===== src/design/bbah_pkg.sv =====
// ----------------------------------------------------------------------------
// bbah_pkg
// Shared constants, types and helpers of the block bitmap allocator.
// ----------------------------------------------------------------------------
package bbah_pkg;

	localparam int MaxGroups     = 16;
	localparam int MaxBpg        = 8192;
	localparam int WordBits      = 64;
	localparam int WordsPerGroup = MaxBpg / WordBits;
	localparam int BitmapWords   = MaxGroups * WordsPerGroup;
	localparam int AddrW         = $clog2(BitmapWords);
	localparam int GrpW          = $clog2(MaxGroups);
	localparam int WordW         = $clog2(WordsPerGroup);
	localparam int BitW          = $clog2(WordBits);

	localparam int BpgW   = 14;
	localparam int GcW    = 5;
	localparam int IpgW   = 14;
	localparam int BlkW   = 17;
	localparam int HintW  = 18;
	localparam int TotW   = 18;
	localparam int TdataW = 40;

	typedef enum logic [1:0] {
		CFG_BPG = 2'd0,
		CFG_GC  = 2'd1,
		CFG_IPG = 2'd2
	} cfg_idx_t;

	typedef enum logic [1:0] {
		STAT_OK      = 2'd0,
		STAT_NOSPACE = 2'd1,
		STAT_BADFREE = 2'd2
	} status_t;

	typedef enum logic [2:0] {
		S_CLEAR,
		S_IDLE,
		S_DIV,
		S_RD,
		S_EV,
		S_DONE
	} state_t;

	typedef struct packed {
		logic [BpgW-1:0] bpg;
		logic [GcW-1:0]  ng;
		logic [IpgW-1:0] ipg;
	} eff_cfg_t;

	typedef struct packed {
		status_t         status;
		logic [BlkW-1:0] blk;
		logic [TotW-1:0] free_total;
	} res_t;

	function automatic logic [BitW-1:0] lowest_set(input logic [WordBits-1:0] v);
		logic [BitW-1:0] r;
		r = '0;
		for (int i = WordBits - 1; i >= 0; i--) begin
			if (v[i]) r = BitW'(i);
		end
		return r;
	endfunction

endpackage


===== src/design/bbah_ctrl.sv =====
// ----------------------------------------------------------------------------
// bbah_ctrl
// Request sequencer: group division, bitmap word scan, read-modify-write of
// the bitmap memory, and the used counters.
// ----------------------------------------------------------------------------
module bbah_ctrl import bbah_pkg::*; (
	input  logic                clk,
	input  logic                arst_n,
	input  eff_cfg_t            cfg,
	input  logic                in_valid,
	output logic                in_ready,
	input  logic                in_action,
	input  logic [BlkW-1:0]     in_blk,
	input  logic [HintW-1:0]    in_hint,
	output logic                ram_we,
	output logic [AddrW-1:0]    ram_waddr,
	output logic [WordBits-1:0] ram_wdata,
	output logic                ram_re,
	output logic [AddrW-1:0]    ram_raddr,
	input  logic [WordBits-1:0] ram_rdata,
	output logic                res_valid,
	output res_t                res,
	input  logic                res_ready
);

	state_t state_q, state_d;

	logic [AddrW-1:0]  clr_q;
	logic              op_free_q;
	logic [HintW-1:0]  rem_q;
	logic [GcW-1:0]    cnt_q;
	logic              has_pref_q;
	logic [GrpW-1:0]   pref_q;
	logic [GrpW-1:0]   grp_q;
	logic              pref_phase_q;
	logic [WordW-1:0]  word_q;
	logic [BitW-1:0]   bit_q;
	status_t           status_q;
	logic [BlkW-1:0]   got_q;
	logic [TotW-1:0]   used_q;
	logic [BpgW-1:0]   grp_used_q [MaxGroups];

	logic [HintW-1:0]    divisor;
	logic [BpgW:0]       left;
	logic [WordBits-1:0] mask;
	logic [WordBits-1:0] freebits;
	logic [BitW-1:0]     pick;
	logic [GcW-1:0]      cand0;
	logic [GcW-1:0]      cand;
	logic [TotW:0]       got_full;
	logic [TotW:0]       cap;

	assign divisor  = op_free_q ? HintW'(cfg.bpg) : HintW'(cfg.ipg);
	assign left     = {1'b0, cfg.bpg} - (BpgW+1)'({word_q, {BitW{1'b0}}});
	assign mask     = (left >= (BpgW+1)'(WordBits)) ? '1
	                  : ((WordBits'(1) << left[BitW-1:0]) - WordBits'(1));
	assign freebits = ~ram_rdata & mask;
	assign pick     = lowest_set(freebits);
	assign got_full = (TotW+1)'(grp_q) * (TotW+1)'(cfg.bpg) + (TotW+1)'({word_q, pick});
	assign cap      = (TotW+1)'(cfg.ng) * (TotW+1)'(cfg.bpg);

	// Next group to scan once the current one is full; the preferred group
	// was tried first and is skipped in the in-order pass.
	assign cand0 = pref_phase_q ? '0 : GcW'(grp_q) + GcW'(1);
	assign cand  = (has_pref_q && cand0 == GcW'(pref_q)) ? cand0 + GcW'(1) : cand0;

	always_comb begin
		state_d   = state_q;
		in_ready  = 1'b0;
		ram_we    = 1'b0;
		ram_waddr = {grp_q, word_q};
		ram_wdata = ram_rdata;
		ram_re    = 1'b0;
		ram_raddr = {grp_q, word_q};
		res_valid = 1'b0;
		case (state_q)
			S_CLEAR: begin
				ram_we    = 1'b1;
				ram_waddr = clr_q;
				ram_wdata = '0;
				if (clr_q == AddrW'(BitmapWords - 1)) state_d = S_IDLE;
			end
			S_IDLE: begin
				in_ready = 1'b1;
				if (in_valid) begin
					if (!in_action && in_hint == '0) state_d = S_RD;
					else state_d = S_DIV;
				end
			end
			S_DIV: begin
				if (cnt_q == cfg.ng) begin
					state_d = op_free_q ? S_DONE : S_RD;
				end else if (rem_q < divisor) begin
					state_d = S_RD;
				end
			end
			S_RD: begin
				ram_re  = 1'b1;
				state_d = S_EV;
			end
			S_EV: begin
				if (op_free_q) begin
					if (ram_rdata[bit_q]) begin
						ram_we    = 1'b1;
						ram_wdata = ram_rdata & ~(WordBits'(1) << bit_q);
					end
					state_d = S_DONE;
				end else if (freebits != '0) begin
					ram_we    = 1'b1;
					ram_wdata = ram_rdata | (WordBits'(1) << pick);
					state_d   = S_DONE;
				end else if (left > (BpgW+1)'(WordBits)) begin
					state_d = S_RD;
				end else if (cand >= cfg.ng) begin
					state_d = S_DONE;
				end else begin
					state_d = S_RD;
				end
			end
			S_DONE: begin
				res_valid = 1'b1;
				if (res_ready) state_d = S_IDLE;
			end
			default: state_d = S_IDLE;
		endcase
	end

	always_ff @(posedge clk or negedge arst_n) begin
		if (!arst_n) begin
			state_q <= S_CLEAR;
			clr_q   <= '0;
			used_q  <= '0;
			for (int i = 0; i < MaxGroups; i++) grp_used_q[i] <= '0;
		end else begin
			state_q <= state_d;
			if (state_q == S_CLEAR) clr_q <= clr_q + AddrW'(1);
			if (state_q == S_EV && ram_we) begin
				if (op_free_q) begin
					if (used_q != '0) used_q <= used_q - TotW'(1);
					if (grp_used_q[grp_q] != '0) grp_used_q[grp_q] <= grp_used_q[grp_q] - BpgW'(1);
				end else begin
					if (used_q != '1) used_q <= used_q + TotW'(1);
					if (grp_used_q[grp_q] < BpgW'(MaxBpg))
						grp_used_q[grp_q] <= grp_used_q[grp_q] + BpgW'(1);
				end
			end
		end
	end

	// Request datapath registers.
	always_ff @(posedge clk) begin
		case (state_q)
			S_IDLE: begin
				op_free_q    <= in_action;
				cnt_q        <= '0;
				rem_q        <= in_action ? HintW'(in_blk) : in_hint - HintW'(1);
				has_pref_q   <= 1'b0;
				pref_phase_q <= 1'b0;
				grp_q        <= '0;
				word_q       <= '0;
				status_q     <= STAT_OK;
				got_q        <= '0;
			end
			S_DIV: begin
				if (cnt_q == cfg.ng) begin
					if (op_free_q) status_q <= STAT_BADFREE;
				end else if (rem_q >= divisor) begin
					rem_q <= rem_q - divisor;
					cnt_q <= cnt_q + GcW'(1);
				end else begin
					grp_q <= cnt_q[GrpW-1:0];
					if (op_free_q) begin
						word_q <= rem_q[BitW +: WordW];
						bit_q  <= rem_q[BitW-1:0];
					end else begin
						has_pref_q   <= 1'b1;
						pref_q       <= cnt_q[GrpW-1:0];
						pref_phase_q <= 1'b1;
					end
				end
			end
			S_EV: begin
				if (op_free_q) begin
					if (!ram_rdata[bit_q]) status_q <= STAT_BADFREE;
				end else if (freebits != '0) begin
					got_q <= got_full[BlkW-1:0];
				end else if (left > (BpgW+1)'(WordBits)) begin
					word_q <= word_q + WordW'(1);
				end else if (cand >= cfg.ng) begin
					status_q <= STAT_NOSPACE;
				end else begin
					word_q       <= '0;
					grp_q        <= cand[GrpW-1:0];
					pref_phase_q <= 1'b0;
				end
			end
			default: begin
			end
		endcase
	end

	assign res.status     = status_q;
	assign res.blk        = got_q;
	assign res.free_total = (cap > (TotW+1)'(used_q)) ? TotW'(cap - (TotW+1)'(used_q)) : '0;

endmodule


===== config.mk =====
export PLATFORM = sky130hd
export DESIGN_NAME = bbah_ctrl
export DESIGN_NICKNAME = d
export VERILOG_FILES = /design/src/design/bbah_pkg.sv /design/src/design/bbah_ctrl.sv
export SDC_FILE = /design/constraint.sdc
export NUM_CORES = 1
export LEC_CHECK = 0
export BUFFER_PORTS_ARGS = -buffer_cell sky130_fd_sc_hd__buf_2
export CORE_ASPECT_RATIO = 0.6
export CORE_MARGIN = 2
export CORE_UTILIZATION = 54
export CTS_CLUSTER_DIAMETER = 80
export CTS_CLUSTER_SIZE = 24
export DETAILED_ROUTE_END_ITERATION = 7
export PLACE_DENSITY = 0.8
export SLEW_MARGIN = 20
export SYNTH_ARGS = -nofsm -noshare
export SYNTH_HDL_FRONTEND = slang
export SYNTH_SLANG_ARGS = --single-unit

===== constraint.sdc =====
create_clock -name clk -period 9.7 [get_ports clk]
set_input_delay 1.455 -clock clk [delete_from_list [all_inputs] [get_ports clk]]
set_output_delay 1.455 -clock clk [all_outputs]
set_load 0.01 [all_outputs]

==> impl_metrics.toml <==
[yosys]
synth-warning-count = 0
syn_area_mm2 = 0.01664
ys_seq_area_share_pct = 16.72
synth_ff_type = "edfxtp_1"
synth-seq-cells = 98
synthArstFlopShare_pct = 32.65
synthCells = 2204
syn-num-nets = 2535
synth.distinct_cells = 87
avgSynthCellArea_um2 = 7.552
synth_edf_count = 66

[floorplanning]
die_area_mm2 = 0.03229
fp.dieW_um = 230.7
initial_core_util_pct = 55.18
std_cell_rows = 49
fp.coreArea_mm2 = 0.03016
die_h_um = 140.0
ios = 264

[placement]
dp_hpwl_um = 54750
gp_congestion = 1.097
dpl.cell_count = 2809
io_buffers = 263
placed_area_mm2 = 0.01842
dp_slack_ps = 411.6

[worst_setup_path]
path_max_fanout = 15
r2r-start = "word_q[4]"
reg2reg_depth = 29
critical_path.top_delay_family = "compound AO/OA/AOI/OAI gates"
r2r-end = "got_q[15]"
endpoint_kind = "output pin"
crit_arrival_ps = 7760
max_stage_delay_ps = 590
slowest_stage = "fa_1"
worst-path-buf-inv = 6
timing.reg2reg.setup_slack_ps = 1570
crit_path_frequent_cell = "ha_1"
startpoint_type = "input pin"
worstSetupPathType = "in2out"
critPathRequiredTime_ps = 8250

[global_routing]
grt_pass1_vias = 16817
grt_usage_pct = 40.44
grt_pass1_wl_um = 99410
antenna_found_initial = 3
grt_max_degree = 80
gr-total-overflow = 0

[cts]
clk_path_buf_depth = 2
cts_hold_buf = 0
cts_tree = "yes"
cts_buffers = 9
cts_root_buf = "clkbuf_16"
clkLatencyLatePin_ps = 370
cts.sinks = 98
htree_levels = 3
clk_pin_slew_ps = 70

[power]
power_density_mw_per_mm2 = 307.3
p_leak_nw = 8.326
p_total_mw = 5.760
irDropWorstVdd_uv = 224.6

[timing]
layout_setup_ws_ps = 486.7
whs_ps = 464.1
timing_hold_violations_final = 0
final-max-slew-violation-count = 0
setup_viol = 0
post-route-period-util_pct = 94.98
finClkSkew_ps = 14.46
finalSetupTns_ps = 0
fmax_mhz = 108.5
relSlewSlack_pct = 26.86
period_needed_ps = 9213
worstMarginPinSlew_ps = 1096

[layout]
area_growth_syn_to_layout_pct = 12.61
final_common_cell = "nand2_1"
instances_no_fill = 2827
drive_gt1_share_pct = 17.13
fin_nets = 2743
utilization_pct = 62.14
fin_area_mm2 = 0.01874
layout_common_cells = "335 x nand2_1, 262 x buf_2, 221 x o21ai_0"

[routing]
routed_wl_um = 66980
drt_drc_violations_left = 1
viasPerCell = 6.628
drt_iter0_markers = 3037
dr_total_vias = 18737
wire_per_inst_um = 23.69
drt_first_pass_iters = 8
drtAntennaViolNets = 0

[run_status]
outcome = "finished with violations"
violations = "design-rule violations"

[worst_hold_path]
hold_path_class = "reg2reg"
min_path_cells = 0
hold_path_end = "bit_q[4]"
hp-start = "rem_q[4]"

[flow_run]
cap_violations = 0
cells by family (layout without fill, tap and decap cells):
kind of cell	count (synthesis)	count (layout)	synth area share (%)
multiplexers	69	69	5.766
flip-flops	98	98	16.72
AO/OA/AOI/OAI	565	565	21.19
adder cells (fa/ha/maj)	194	194	17.97
AND/OR/NAND/NOR	888	888	25.91
buffers and inverters	281	494	6.713
other	0	2	0
XOR/XNOR	109	109	5.736
Yosys cell counts (all sizes together), types with 13 or more instances:
cell type  count  area, um^2
a21oi         90       450.4
o211ai        14       105.1
a21boi        14       105.1
or3           30       188.9
nor4          37       277.8
inv          155       581.8
clkbuf        97       364.1
nor2b         32       200.2
and2          60       375.4
a211oi        16       120.1
nand2b        29       181.4
xnor2         63       551.8
and3          28       175.2
nand4         25       156.4
a41oi         18       157.7
buf           27       163.9
nand3         46       235.2
nor2         165       624.4
xor2          46       402.9
mux4          20       450.4
fa            75        1501
dfrtp         32       800.8
o21bai        13       97.59
nor3          52       265.3
ha           119        1489
mux2          15       168.9
a31oi         60       375.4
edfxtp        66        1982
o21ai        225        1126
mux2i         34       340.3
nand2        335        1257
flip-flops by register name, indices dropped and copies added, names as in the netlist:
| register | count |
|---|---|
| word_q | 7 |
| bit_q | 6 |
| grp_q | 4 |
| rem_q | 18 |
| cnt_q | 5 |
| status_q | 2 |
| state_q | 3 |
| used_q | 18 |
| op_free_q | 1 |
| pref_phase_q | 1 |
| pref_q | 4 |
| got_q | 17 |
| has_pref_q | 1 |
| clr_q | 11 |
what timing repair did:
action / CTS / global route
setup endpoints to repair: 0 / 16
resized for setup: 0 / 6
buffers inserted: 0 / 0
worst max path at each step:
| stage | startpoint | end | slack (ps) | cells past startpoint |
|---|---|---|---|---|
| floorplan | cfg[23] | res[3] | 100 | 31 |
| global placement | cfg[16] | res[5] | 570 | 30 |
| global route | cfg[18] | res[4] | -10 | 29 |
| detailed placement | cfg[17] | res[12] | 410 | 29 |
| finish | cfg[17] | res[6] | 490 | 33 |
| CTS | cfg[17] | res[12] | 370 | 29 |
worst register-to-register path, delay by kind of cell (launching register included):
kind            cells  cell delay (ps)
flops               1              530
compound gates     14             3120
fa+ha+maj           3             1320
xor+xnor            1              190
simple gates        6             1230
buf+inv             5             1450
power by group:
group	leakage, nW	total (mW)	switching (mW)	internal, mW
clock	0.148	0.368	0.176	0.192
sequential	1.02	0.955	0.255	0.700
combinational	7.16	4.44	2.69	1.75
per-layer routing:
layer	GRT usage, %	up-vias	routed length [um]	share of wire, %
met5	1.637	-	71	0.11
met4	6.486	2	964	1.4
met3	20.13	118	12460	19
met2	52.31	1391	25250	38
met1	59.98	8943	28230	42
li1	-	8283	-	-
cell type report:
| cell class | count | area, um^2 |
|---|---|---|
| tap | 408 | 510.5 |
| multi-input combinational | 1825 | 12800 |
| inverter | 157 | 589.3 |
| timing repair buffer | 321 | 1758 |
| sequential | 98 | 2784 |
| clock buffer | 11 | 252.7 |
| clock inverter | 5 | 42.54 |
| fill | 2698 | 11420 |
| antenna | 2 | 5.005 |
Note: power is estimated with default switching activity, not from simulation.
